$ cat config.mk
export PLATFORM = sky130hd
export DESIGN_NAME = tilt_drive_with_hysteresis_flat
export DESIGN_NICKNAME = d
export VERILOG_FILES = /design/src/hdl/tdh_pkg.sv /design/src/hdl/tdh_if.sv /design/src/hdl/tilt_drive_with_hysteresis.sv /design/src/hdl/tdh_sqrt.sv /design/src/flat_wrapper.sv
export SDC_FILE = /design/constraint.sdc
export NUM_CORES = 1
export LEC_CHECK = 0
export BUFFER_PORTS_ARGS = -buffer_cell sky130_fd_sc_hd__clkbuf_2
export CAP_MARGIN = 20
export CELL_PAD_IN_SITES_DETAIL_PLACEMENT = 0
export CELL_PAD_IN_SITES_GLOBAL_PLACEMENT = 1
export CORE_ASPECT_RATIO = 0.5
export CORE_MARGIN = 4
export CORE_UTILIZATION = 45
export DETAILED_ROUTE_END_ITERATION = 16
export PLACE_DENSITY = 0.78
export SETUP_SLACK_MARGIN = 0.02
export SYNTH_ARGS = -nofsm -noshare
export SYNTH_HDL_FRONTEND = slang
export SYNTH_HIERARCHICAL = 1
export SYNTH_SLANG_ARGS = --single-unit
$ cat constraint.sdc
create_clock -name clk -period 10.4 [get_ports clk]
set_input_delay 1.04 -clock clk [delete_from_list [all_inputs] [get_ports clk]]
set_output_delay 1.04 -clock clk [all_outputs]
set_load 0.02 [all_outputs]
$ cat src/hdl/tdh_pkg.sv
package tdh_pkg;

	localparam int unsigned ZW      = 16;
	localparam int unsigned CEIL_W  = 26;
	localparam int unsigned MAG_W   = 13;
	localparam int unsigned GAIN_W  = 12;
	localparam int unsigned DRIVE_W = 14;
	localparam int unsigned FRAC_W  = 13;
	localparam int unsigned PROD_W  = MAG_W + GAIN_W;
	localparam int unsigned SCL_W   = PROD_W - FRAC_W;
	localparam int unsigned CFG_IDX_W  = 3;
	localparam int unsigned CFG_DATA_W = CEIL_W;

	localparam logic [CFG_IDX_W-1:0] CFG_CEIL  = 3'd0;
	localparam logic [CFG_IDX_W-1:0] CFG_START = 3'd1;
	localparam logic [CFG_IDX_W-1:0] CFG_STOP  = 3'd2;
	localparam logic [CFG_IDX_W-1:0] CFG_GAIN  = 3'd3;

	localparam logic [CEIL_W-1:0] CEIL_RST  = 26'd58042456;
	localparam logic [MAG_W-1:0]  START_RST = 13'd2048;
	localparam logic [MAG_W-1:0]  STOP_RST  = 13'd1229;
	localparam logic [GAIN_W-1:0] GAIN_RST  = 12'd1000;

	typedef enum logic [1:0] {
		DIR_NONE = 2'd0,
		DIR_POS  = 2'd1,
		DIR_NEG  = 2'd2
	} dir_t;

endpackage

$ cat src/hdl/tdh_if.sv
interface tdh_in_if;
	logic                            valid;
	logic                            ready;
	logic signed [tdh_pkg::ZW-1:0]   accel_z;
	logic signed [tdh_pkg::ZW-1:0]   accel_y;
	modport source (output valid, accel_z, accel_y, input ready);
	modport sink   (input valid, accel_z, accel_y, output ready);
endinterface

interface tdh_out_if;
	logic                              valid;
	logic                              ready;
	logic signed [tdh_pkg::DRIVE_W-1:0] drive;
	logic [1:0]                        dir_state;
	modport source (output valid, drive, dir_state, input ready);
	modport sink   (input valid, drive, dir_state, output ready);
endinterface

interface tdh_cfg_if;
	logic                                valid;
	logic                                ready;
	logic [tdh_pkg::CFG_IDX_W-1:0]       index;
	logic [tdh_pkg::CFG_DATA_W-1:0]      data;
	modport source (output valid, index, data, input ready);
	modport sink   (input valid, index, data, output ready);
endinterface

$ cat src/hdl/tilt_drive_with_hysteresis.sv
// Tilt drive: each accelerometer word (Z, Y at 8192 counts per g) gives one result word
// holding the drive value and the latched direction. The lateral magnitude
// floor(sqrt(ceiling - z*z)) comes out of a bit-serial square root that yields one root bit
// per cycle; an accepted word goes through the load, root, multiply and output states,
// and the next input word is taken only once the block is back in idle; a finished
// result waits in the output register while the next word is already being worked on, and
// a word whose result finds that register still full waits until it is read. Configuration
// writes are taken in any cycle and must only happen while the block is idle.
module tilt_drive_with_hysteresis (
	input  logic       clk,
	input  logic       arst_n,
	tdh_cfg_if.sink    cfg,
	tdh_in_if.sink     sample,
	tdh_out_if.source  result
);

	typedef enum logic [4:0] {
		ST_IDLE = 5'b00001,
		ST_LOAD = 5'b00010,
		ST_ROOT = 5'b00100,
		ST_MUL  = 5'b01000,
		ST_OUT  = 5'b10000
	} state_t;

	state_t state_q;

	logic [tdh_pkg::CEIL_W-1:0] ceil_q;
	logic [tdh_pkg::MAG_W-1:0]  start_q;
	logic [tdh_pkg::MAG_W-1:0]  stop_q;
	logic [tdh_pkg::GAIN_W-1:0] gain_q;

	logic [tdh_pkg::MAG_W-1:0]  prev_q;
	tdh_pkg::dir_t              dir_q;

	logic [30:0]                zsq_q;
	logic                       ypos_q;
	logic [tdh_pkg::MAG_W-1:0]  mag_q;
	logic [tdh_pkg::PROD_W-1:0] prod_q;

	logic                              out_valid_q;
	logic signed [tdh_pkg::DRIVE_W-1:0] drive_q;
	logic [1:0]                        dir_out_q;

	logic [tdh_pkg::ZW:0]       zabs;
	logic [30:0]                zsq_full;
	logic [tdh_pkg::CEIL_W-1:0] radicand;
	logic                       root_done;
	logic [tdh_pkg::MAG_W-1:0]  root;
	logic [tdh_pkg::SCL_W-1:0]  scaled;
	logic [tdh_pkg::DRIVE_W-1:0] drive_d;
	logic                       accept;
	logic                       out_free;

	assign accept   = sample.valid && sample.ready;
	assign out_free = !out_valid_q || result.ready;

	always_comb begin
		zabs = sample.accel_z[tdh_pkg::ZW-1]
			? (tdh_pkg::ZW+1)'(-{sample.accel_z[tdh_pkg::ZW-1], sample.accel_z})
			: {1'b0, sample.accel_z};
		zsq_full = 31'(zabs) * 31'(zabs);
		radicand = (zsq_q >= 31'(ceil_q)) ? '0
			: ceil_q - zsq_q[tdh_pkg::CEIL_W-1:0];
		scaled = prod_q[tdh_pkg::PROD_W-1:tdh_pkg::FRAC_W];
		unique case (dir_q)
			tdh_pkg::DIR_POS: drive_d = tdh_pkg::DRIVE_W'(scaled);
			tdh_pkg::DIR_NEG: drive_d = tdh_pkg::DRIVE_W'(-{2'b00, scaled});
			default:          drive_d = '0;
		endcase
	end

	tdh_sqrt u_sqrt (
		.clk      (clk),
		.arst_n   (arst_n),
		.start    (state_q == ST_LOAD),
		.radicand (radicand),
		.done     (root_done),
		.root     (root)
	);

	always_ff @(posedge clk or negedge arst_n) begin
		if (!arst_n) begin
			ceil_q  <= tdh_pkg::CEIL_RST;
			start_q <= tdh_pkg::START_RST;
			stop_q  <= tdh_pkg::STOP_RST;
			gain_q  <= tdh_pkg::GAIN_RST;
		end else if (cfg.valid && cfg.ready) begin
			unique case (cfg.index)
				tdh_pkg::CFG_CEIL:  ceil_q  <= cfg.data;
				tdh_pkg::CFG_START: start_q <= cfg.data[tdh_pkg::MAG_W-1:0];
				tdh_pkg::CFG_STOP:  stop_q  <= cfg.data[tdh_pkg::MAG_W-1:0];
				tdh_pkg::CFG_GAIN:  gain_q  <= cfg.data[tdh_pkg::GAIN_W-1:0];
				default: ;
			endcase
		end
	end

	always_ff @(posedge clk or negedge arst_n) begin
		if (!arst_n) begin
			state_q     <= ST_IDLE;
			prev_q      <= '0;
			dir_q       <= tdh_pkg::DIR_NONE;
			out_valid_q <= 1'b0;
		end else begin
			unique case (state_q)
				ST_IDLE: if (accept) state_q <= ST_LOAD;
				ST_LOAD: state_q <= ST_ROOT;
				ST_ROOT: if (root_done) state_q <= ST_MUL;
				ST_MUL: begin
					priority if (mag_q > start_q && prev_q <= start_q)
						dir_q <= ypos_q ? tdh_pkg::DIR_POS : tdh_pkg::DIR_NEG;
					else if (mag_q < stop_q && prev_q >= stop_q)
						dir_q <= tdh_pkg::DIR_NONE;
					else
						dir_q <= dir_q;
					prev_q  <= mag_q;
					state_q <= ST_OUT;
				end
				ST_OUT: if (out_free) state_q <= ST_IDLE;
				default: state_q <= ST_IDLE;
			endcase
			if (state_q == ST_OUT && out_free)
				out_valid_q <= 1'b1;
			else if (result.ready)
				out_valid_q <= 1'b0;
		end
	end

	always_ff @(posedge clk) begin
		if (accept) begin
			zsq_q  <= zsq_full;
			ypos_q <= !sample.accel_y[tdh_pkg::ZW-1] && (sample.accel_y != '0);
		end
		if (state_q == ST_ROOT && root_done)
			mag_q <= root;
		if (state_q == ST_MUL)
			prod_q <= tdh_pkg::PROD_W'(mag_q) * tdh_pkg::PROD_W'(gain_q);
		if (state_q == ST_OUT && out_free) begin
			drive_q   <= drive_d;
			dir_out_q <= dir_q;
		end
	end

	assign cfg.ready        = 1'b1;
	assign sample.ready     = (state_q == ST_IDLE);
	assign result.valid     = out_valid_q;
	assign result.drive     = drive_q;
	assign result.dir_state = dir_out_q;

endmodule

$ cat src/hdl/tdh_sqrt.sv
module tdh_sqrt (
	input  logic                          clk,
	input  logic                          arst_n,
	input  logic                          start,
	input  logic [tdh_pkg::CEIL_W-1:0]    radicand,
	output logic                          done,
	output logic [tdh_pkg::MAG_W-1:0]     root
);

	localparam int unsigned RW = tdh_pkg::MAG_W + 3;
	localparam logic [3:0]  LAST = 4'(tdh_pkg::MAG_W - 1);

	logic [tdh_pkg::CEIL_W-1:0] rad_q;
	logic [tdh_pkg::MAG_W:0]    rem_q;
	logic [tdh_pkg::MAG_W-1:0]  root_q;
	logic [3:0]                 cnt_q;
	logic                       busy_q;
	logic                       done_q;

	logic [RW-1:0] rem_sh;
	logic [RW-1:0] trial;
	logic [RW-1:0] rem_d;
	logic          ge;

	// two radicand bits in, one root bit out per cycle
	always_comb begin
		rem_sh = {rem_q, rad_q[tdh_pkg::CEIL_W-1 -: 2]};
		trial  = {1'b0, root_q, 2'b01};
		ge     = rem_sh >= trial;
		rem_d  = ge ? rem_sh - trial : rem_sh;
	end

	always_ff @(posedge clk or negedge arst_n) begin
		if (!arst_n) begin
			busy_q <= 1'b0;
			done_q <= 1'b0;
			cnt_q  <= '0;
		end else begin
			done_q <= 1'b0;
			if (start) begin
				busy_q <= 1'b1;
				cnt_q  <= '0;
			end else if (busy_q) begin
				cnt_q <= cnt_q + 4'd1;
				if (cnt_q == LAST) begin
					busy_q <= 1'b0;
					done_q <= 1'b1;
				end
			end
		end
	end

	always_ff @(posedge clk) begin
		if (start) begin
			rad_q  <= radicand;
			rem_q  <= '0;
			root_q <= '0;
		end else if (busy_q) begin
			rad_q  <= {rad_q[tdh_pkg::CEIL_W-3:0], 2'b00};
			rem_q  <= rem_d[tdh_pkg::MAG_W:0];
			root_q <= {root_q[tdh_pkg::MAG_W-2:0], ge};
		end
	end

	assign done = done_q;
	assign root = root_q;

endmodule

$ cat src/flat_wrapper.sv
// flat-port wrapper written by rule: the top's interface ports become plain ports
module tilt_drive_with_hysteresis_flat 
  (clk, arst_n, cfg_valid, cfg_index, cfg_data, cfg_ready, sample_valid, sample_accel_z, sample_accel_y, sample_ready, result_valid, result_drive, result_dir_state, result_ready);
  tdh_cfg_if cfg_i ();
  tdh_in_if sample_i ();
  tdh_out_if result_i ();
  input  logic clk;
  input  logic arst_n;
  input wire logic [$bits(cfg_i.valid)-1:0] cfg_valid;
  input wire logic [$bits(cfg_i.index)-1:0] cfg_index;
  input wire logic [$bits(cfg_i.data)-1:0] cfg_data;
  output wire logic [$bits(cfg_i.ready)-1:0] cfg_ready;
  input wire logic [$bits(sample_i.valid)-1:0] sample_valid;
  input wire logic [$bits(sample_i.accel_z)-1:0] sample_accel_z;
  input wire logic [$bits(sample_i.accel_y)-1:0] sample_accel_y;
  output wire logic [$bits(sample_i.ready)-1:0] sample_ready;
  output wire logic [$bits(result_i.valid)-1:0] result_valid;
  output wire logic [$bits(result_i.drive)-1:0] result_drive;
  output wire logic [$bits(result_i.dir_state)-1:0] result_dir_state;
  input wire logic [$bits(result_i.ready)-1:0] result_ready;
  assign cfg_i.valid = cfg_valid;
  assign cfg_i.index = cfg_index;
  assign cfg_i.data = cfg_data;
  assign cfg_ready = cfg_i.ready;
  assign sample_i.valid = sample_valid;
  assign sample_i.accel_z = sample_accel_z;
  assign sample_i.accel_y = sample_accel_y;
  assign sample_ready = sample_i.ready;
  assign result_valid = result_i.valid;
  assign result_drive = result_i.drive;
  assign result_dir_state = result_i.dir_state;
  assign result_i.ready = result_ready;
  tilt_drive_with_hysteresis u_core (.clk(clk), .arst_n(arst_n), .cfg(cfg_i), .sample(sample_i), .result(result_i));
endmodule
==> metrics.md, run 1 <==
| Metric | Value |
|---|---|
| Layout cells sized above 1 | `9.367%` |
| Cell area after placement | `25910 um2` |
| DRT Pass-1 Iters | `5` |
| H-tree depth | `1` |
| Critical Path AT | `9.53 ns` |
| Row count | `60` |
| I/O Buffers | `83` |
| Fin Setup TNS | `0 ns` |
| GRT met1 Usage | `25.55%` |
| Yosys cell types | `85` |
| Status | `finished clean` |
| Met3 Track Usage GR | `2.179%` |
| Final setup violation count | `0` |
| GR Overflow Total | `0` |
| CTS buffer count | `25` |
| Hold WC Path Type | `input port to async pin` |
| Final slew viol count | `0` |
| CTS resizes | `0` |
| RSZ-0062 raised after global routing | `no` |
| Crit path time final | `9.241 ns` |
| Vias per inst | `5.096` |
| #FFs+latches synth | `216` |
| Die Width | `339.1 um` |
| Crit Reg-Reg Endpoint | `u_core/prod_q[24]` |
| Synth top area share | `24.44%` |
| Die height | `173.5 um` |
| Syn_area_per_cell | `9.480 um2` |
| Final antenna-violating net count | `0` |
| Layer with the highest usage | `met2` |
| Max_cap viols | `0` |
| Clk sink count | `216` |
| Critical Path RT | `10.69 ns` |
| Type of the worst setup path | `input port to flip-flop` |
| Max Clk Rate | `0.1082 GHz` |
| RR Startpoint | `u_core/mag_q[12]` |
| Post-route DRC | `0` |
| Final Hold Viols | `0` |
| CP dominant cell by count | `fa_1` |
| Final Skew | `0.02171 ns` |
| CTS max path bufs | `3` |
| Ant diodes | `0` |
| Post-DR wirelength/cell | `15.85 um` |
| Area contributors post-synth | `fa_1, ha_1, edfxtp_1` |
| Worst-path fanout max | `10` |
| Critical Path Slowest Stage Cell | `fa_1` |
| FF-to-FF setup slack | `4.35 ns` |
| First-pass GRT wire length | `90.76 mm` |
| Cell taking the most area after synthesis | `fa_1` |
| Post-CTS Hold Buffers | `0` |
| Clk_lat worst skew | `0.55 ns` |
| Post-CTS Setup Bufs | `0` |
| Synth warnings | `6` |
| Initial antenna violation count | `1` |
| Largest net degree at the start of global routing | `70` |
| Total Die Area | `58830 um2` |
| Reg2reg path depth | `20` |
| Ys flop type | `edfxtp_1` |
| Total Wirelength | `54.13 mm` |
| Area grow syn2layout | `8.611%` |
| Starting Density | `45.68%` |
| CP max stage delay | `0.54 ns` |
| Clock slew at reported path FFs | `0.06 ns` |
| DP Wirelength | `43.37 mm` |
| Worst Setup End Kind | `flip-flop` |
| Asr flop ratio synth | `42.13%` |
| Placer Congestion | `0.8582` |
| Total Routing Usage GR | `18.63%` |
| Root Driver | `clkbuf_16` |
| CTS tree | `yes` |
| Ports | `85` |
| Slew headroom | `39.68%` |
| Worst setup SP type | `input port` |
| EDFF count, synth | `98` |
| Final net count | `3323` |
| Final period utilization | `88.85%` |
| Most common cell in the netlist | `inv_1` |
| Register area share after synthesis | `23.50%` |
| Vias in the first global route | `17960` |
| Final Instance Area | `26780 um2` |
| Slew @ Worst Pin | `0.9047 ns` |
| Met2 usage | `32.48%` |
| Core ar. | `53980 um2` |
| Drt initial violations | `792` |
| Vias | `17400` |
| Commonest cells post-synth | `inv_1, nand2_1, fa_1, ha_1, nor2_1` |
| Cell Area, Synth | `24660 um2` |
| Synthesized instance count | `2601` |
## critical path, delay by kind of cell
kind,cells,cell delay (ns)
adders and majority gates,7,3.30
AOI/OAI and AO/OA,8,2.07
and+or+nand+nor,7,1.96
buffers and inverters,7,0.81
xor gates and xnor gates,1,0.34
## cells by family (layout without fill, tap and decap cells)
kind of cell             after synthesis  count (layout)  share of synthesized area (%)
XOR/XNOR                              88              88                          3.156
multiplexers                          71              71                          3.156
AO/OA/AOI/OAI                        368             368                          9.600
AND/OR/NAND/NOR                      682             682                          12.78
flip-flops                           216             216                          23.50
adder cells (fa/ha/maj)              575             575                          38.34
buffers and inverters                599             666                          9.438
other                                  2              35                        0.03046
## state kept, by name, summed over array words and instances, names as in the netlist
signal / flops
u_core/ceil_q: 26
u_core/dir_q: 2
u_core/gain_q: 12
u_core/mag_q: 13
u_core/prev_q: 13
u_core/prod_q: 12
u_core/result.dir_state: 2
u_core/result.drive: 14
u_core/result.valid: 1
u_core/start_q: 13
u_core/state_q: 5
u_core/stop_q: 13
u_core/u_sqrt/busy_q: 1
u_core/u_sqrt/cnt_q: 4
u_core/u_sqrt/done: 1
u_core/u_sqrt/rad_q: 26
u_core/u_sqrt/rem_q: 14
u_core/u_sqrt/root: 13
u_core/ypos_q: 1
u_core/zsq_q: 30
## metrics by stage
stage,cells,setup WS (ns),utilization (%),hold WS (ns)
after CTS,3412,1.214,49.58,0.3937
after global routing,3414,0.7198,49.62,0.4022
after detailed placement,3366,0.6533,47.99,0.4659
after global placement,3366,0.7918,47.99,0.4535
after floorplan,2634,1.540,-,0.4295
final,3414,1.159,49.62,0.4044
## layout make-up
cell class                      count  area (um2)
Inverter                          514        1929
Tap cell                          713       892.1
Clock buffer                       34       721.9
Clock inverter                     12       131.4
Sequential cell                   216        5794
Timing Repair Buffer              106       598.1
Fill cell                        5016       27190
Multi-Input combinational cell   1819       16710
## cell usage in the layout (no fill, tap or decap), types with 57 or more instances in the layout
cell and instances:
and2_1 57, clkbuf_2 82, inv_1 508, a21oi_1 75
dfrtp_1 64, edfxtp_1 98, ha_1 274, fa_1 301
o21ai_0 115, nand2_1 305, nor2_1 146
## metal layers
| metal | vias to the layer above | wire, um |
|---|---|---|
| met4 | 0 | 812 |
| met3 | 63 | 1783 |
| li1 | 8493 | - |
| met1 | 8548 | 25520 |
| met5 | - | 0 |
| met2 | 294 | 26010 |
## how the worst max path moves through the flow
stage                      startpoint  cells past startpoint               end  slack, ns
global route        sample_accel_z[3]                     30  u_core/zsq_q[27]       0.72
finish              sample_accel_z[3]                     30  u_core/zsq_q[27]       1.16
global placement    sample_accel_z[3]                     30  u_core/zsq_q[27]       0.79
floorplan           sample_accel_z[3]                     29  u_core/zsq_q[27]       1.54
CTS                 sample_accel_z[3]                     30  u_core/zsq_q[27]       1.21
detailed placement  sample_accel_z[3]                     30  u_core/zsq_q[27]       0.65
Power of run 1 is left out: the tool's default activity adds up to more than one toggle a clock period on the data nets, which glitch-free logic cannot reach.
==> run 2: changes to the inputs <==
--- a/config.mk
+++ b/config.mk
@@ -5,7 +5,7 @@
 export SDC_FILE = /design/constraint.sdc
 export NUM_CORES = 1
 export LEC_CHECK = 0
-export BUFFER_PORTS_ARGS = -buffer_cell sky130_fd_sc_hd__clkbuf_2
+export BUFFER_PORTS_ARGS = -buffer_cell sky130_fd_sc_hd__buf_2
 export CAP_MARGIN = 20
 export CELL_PAD_IN_SITES_DETAIL_PLACEMENT = 0
 export CELL_PAD_IN_SITES_GLOBAL_PLACEMENT = 1
@@ -13,7 +13,8 @@
 export CORE_MARGIN = 4
 export CORE_UTILIZATION = 45
 export DETAILED_ROUTE_END_ITERATION = 16
-export PLACE_DENSITY = 0.78
+export PLACE_DENSITY = 0.83
+export REMOVE_ABC_BUFFERS = 1
 export SETUP_SLACK_MARGIN = 0.02
 export SYNTH_ARGS = -nofsm -noshare
 export SYNTH_HDL_FRONTEND = slang
==> run 2 against run 1 <==
Compared with the run above: utilization unchanged; sequential share of layout area unchanged; die area unchanged; maximum frequency increased by 2.1%; cell count about the same; critical path depth decreased by 1; routed wire length decreased by 1.1%; via count increased by 0.82%; worst setup slack improved by 0.19 ns; register-to-register slack got worse by 0.08 ns; non-clock buffer count increased by 1; cell area unchanged; critical path type unchanged; largest cell class unchanged.
==> metrics.md, run 2 (synthesis gave the netlist of run 1 again) <==
| Metric | Value |
|---|---|
| Met3 WL | `1.916 mm` |
| Clock slew at reported path FFs | `0.07 ns` |
| H-tree depth | `1` |
| Post-CTS Hold Buffers | `0` |
| Worst Setup End Kind | `flip-flop` |
| Most frequent cells in the layout | `inv_1, nand2_1, fa_1, ha_1, nor2_1` |
| Vias | `17540` |
| Final Skew | `0.01312 ns` |
| Final period utilization | `87.00%` |
| CTS tree | `yes` |
| Critical Path Slowest Stage Cell | `fa_1` |
| Final setup violation count | `0` |
| Most common cell after layout, fill and taps aside | `inv_1` |
| Row count | `60` |
| Layout cells sized above 1 | `9.407%` |
| Clk sink count | `216` |
| Met2 wire len | `25.75 mm` |
| Core ar. | `53980 um2` |
| Clk_lat worst skew | `0.53 ns` |
| Slew @ Worst Pin | `0.9677 ns` |
| CTS max path bufs | `3` |
| Initial antenna violation count | `2` |
| Post-route DRC | `0` |
| DP Wirelength | `42.93 mm` |
| RR Startpoint | `u_core/mag_q[12]` |
| DRT Pass-1 Iters | `5` |
| Hold WC Path Type | `input port to async pin` |
| FF-to-FF setup slack | `4.27 ns` |
| Status | `finished clean` |
| Slew headroom | `35.17%` |
| Die height | `173.5 um` |
| Fin Setup TNS | `0 ns` |
| Area grow syn2layout | `8.611%` |
| CTS buffer count | `24` |
| Fillers | `5016` |
| Total Die Area | `58830 um2` |
| Drt initial violations | `1016` |
| Post-CTS Setup Bufs | `0` |
| Total Wirelength | `53.52 mm` |
| I/O Buffers | `83` |
| CTS resizes | `0` |
| Final antenna-violating net count | `0` |
| RSZ-0062 raised after global routing | `no` |
| Critical Path RT | `10.68 ns` |
| Starting Density | `45.68%` |
| Top sig layer | `met4` |
| Reg2reg path depth | `20` |
| Total Routing Usage GR | `18.37%` |
| Final slew viol count | `0` |
| Final Hold Viols | `0` |
| Crit Reg-Reg Endpoint | `u_core/prod_q[24]` |
| Placer Congestion | `0.8653` |
| Max Clk Rate | `0.1105 GHz` |
| Worst setup SP type | `input port` |
| Post-DR wirelength/cell | `15.67 um` |
| Root Driver | `clkbuf_16` |
| Worst-path fanout max | `11` |
| Met1 WL | `24.75 mm` |
| Crit path time final | `9.048 ns` |
| Cell family contributing the most delay on the critical path | `adder cells` |
| Max_cap viols | `0` |
| Critical Path AT | `9.32 ns` |
| Largest net degree at the start of global routing | `57` |
| Type of the worst setup path | `input port to flip-flop` |
| Largest register by flop count | `u_core/zsq_q` |
| Die Width | `339.1 um` |
| CP max stage delay | `0.54 ns` |
| First-pass GRT wire length | `90.34 mm` |
| Ports | `85` |
| Vias per inst | `5.136` |
| Max FFs per register | `30` |
| Buf/Inv on CP | `7` |
| GR Overflow Total | `0` |
| Final net count | `3323` |
| Vias in the first global route | `18030` |
| Biggest regs | `u_core/zsq_q (30), u_core/ceil_q (26), u_core/u_sqrt/rad_q (26)` |
[run 2: cell count changes in the layout (fill, tap and decap cells not counted), sizes merged]
| cell | before | now |
|---|---|---|
| diode | 0 | 2 |
| clkbuf | 116 | 26 |
| clkinvlp | 2 | 3 |
| clkinv | 9 | 16 |
| inv | 513 | 510 |
| bufinv | 2 | 3 |
| buf | 24 | 107 |
[run 2: worst max path at each step]
stage	end	slack, ns	from	cells after the start
after detailed placement	u_core/zsq_q[27]	0.79	sample_accel_z[3]	29
after global routing	u_core/zsq_q[27]	0.92	sample_accel_z[3]	29
after global placement	u_core/zsq_q[27]	0.93	sample_accel_z[3]	29
final	u_core/zsq_q[27]	1.35	sample_accel_z[3]	29
after floorplan	u_core/zsq_q[27]	1.54	sample_accel_z[3]	29
after CTS	u_core/zsq_q[27]	1.37	sample_accel_z[3]	29
[run 2: per-layer routing]
layer / track usage (%) / vias to the layer above
li1: - / 8480
met1: 24.55 / 8686
met2: 31.92 / 292
met3: 2.409 / 83
met4: 4.367 / 0
met5: 0 / -
[run 2: worst register-to-register path: stages, from the launching register on]
cell and delay, ns:
edfxtp_1 0.78, nand2_1 0.17, fa_1 0.56, inv_1 0.05, fa_1 0.50, inv_1 0.05, fa_1 0.53, inv_1 0.05
fa_1 0.47, inv_1 0.05, fa_1 0.47, inv_1 0.04, ha_1 0.33, nand4_1 0.16, a2111o_1 0.50, a311oi_1 0.40
o21a_1 0.20, o21ai_0 0.12, a21oi_1 0.23, a21o_1 0.16, xnor2_1 0.06
[run 2: area by class of cell]
cell class	count	area [um2]	share of cell area, %
Inverter	514	1929	7.204
Tap cell	713	892.1	3.331
Timing Repair Buffer	107	621.8	2.322
Sequential cell	216	5794	21.64
Clock inverter	18	187.7	0.7008
Multi-Input combinational cell	1819	16720	62.44
Clock buffer	26	629.4	2.350
Antenna cell	2	5.005	0.01869
[run 2: per-stage QoR]
step	setup WS [ns]	std cells	hold slack (ns)	util, %	cell area, um2
3_3_place_gp	0.9300	3367	0.4589	48.02	25920
6_report	1.352	3415	0.4863	49.62	26780
5_1_grt	0.9198	3415	0.5064	49.62	26780
2_1_floorplan	1.539	2549	0.4295	-	24380
3_5_place_dp	0.7912	3367	0.4768	48.02	25920
4_1_cts	1.370	3411	0.4891	49.54	26740
Power of run 2 is left out for the same reason.
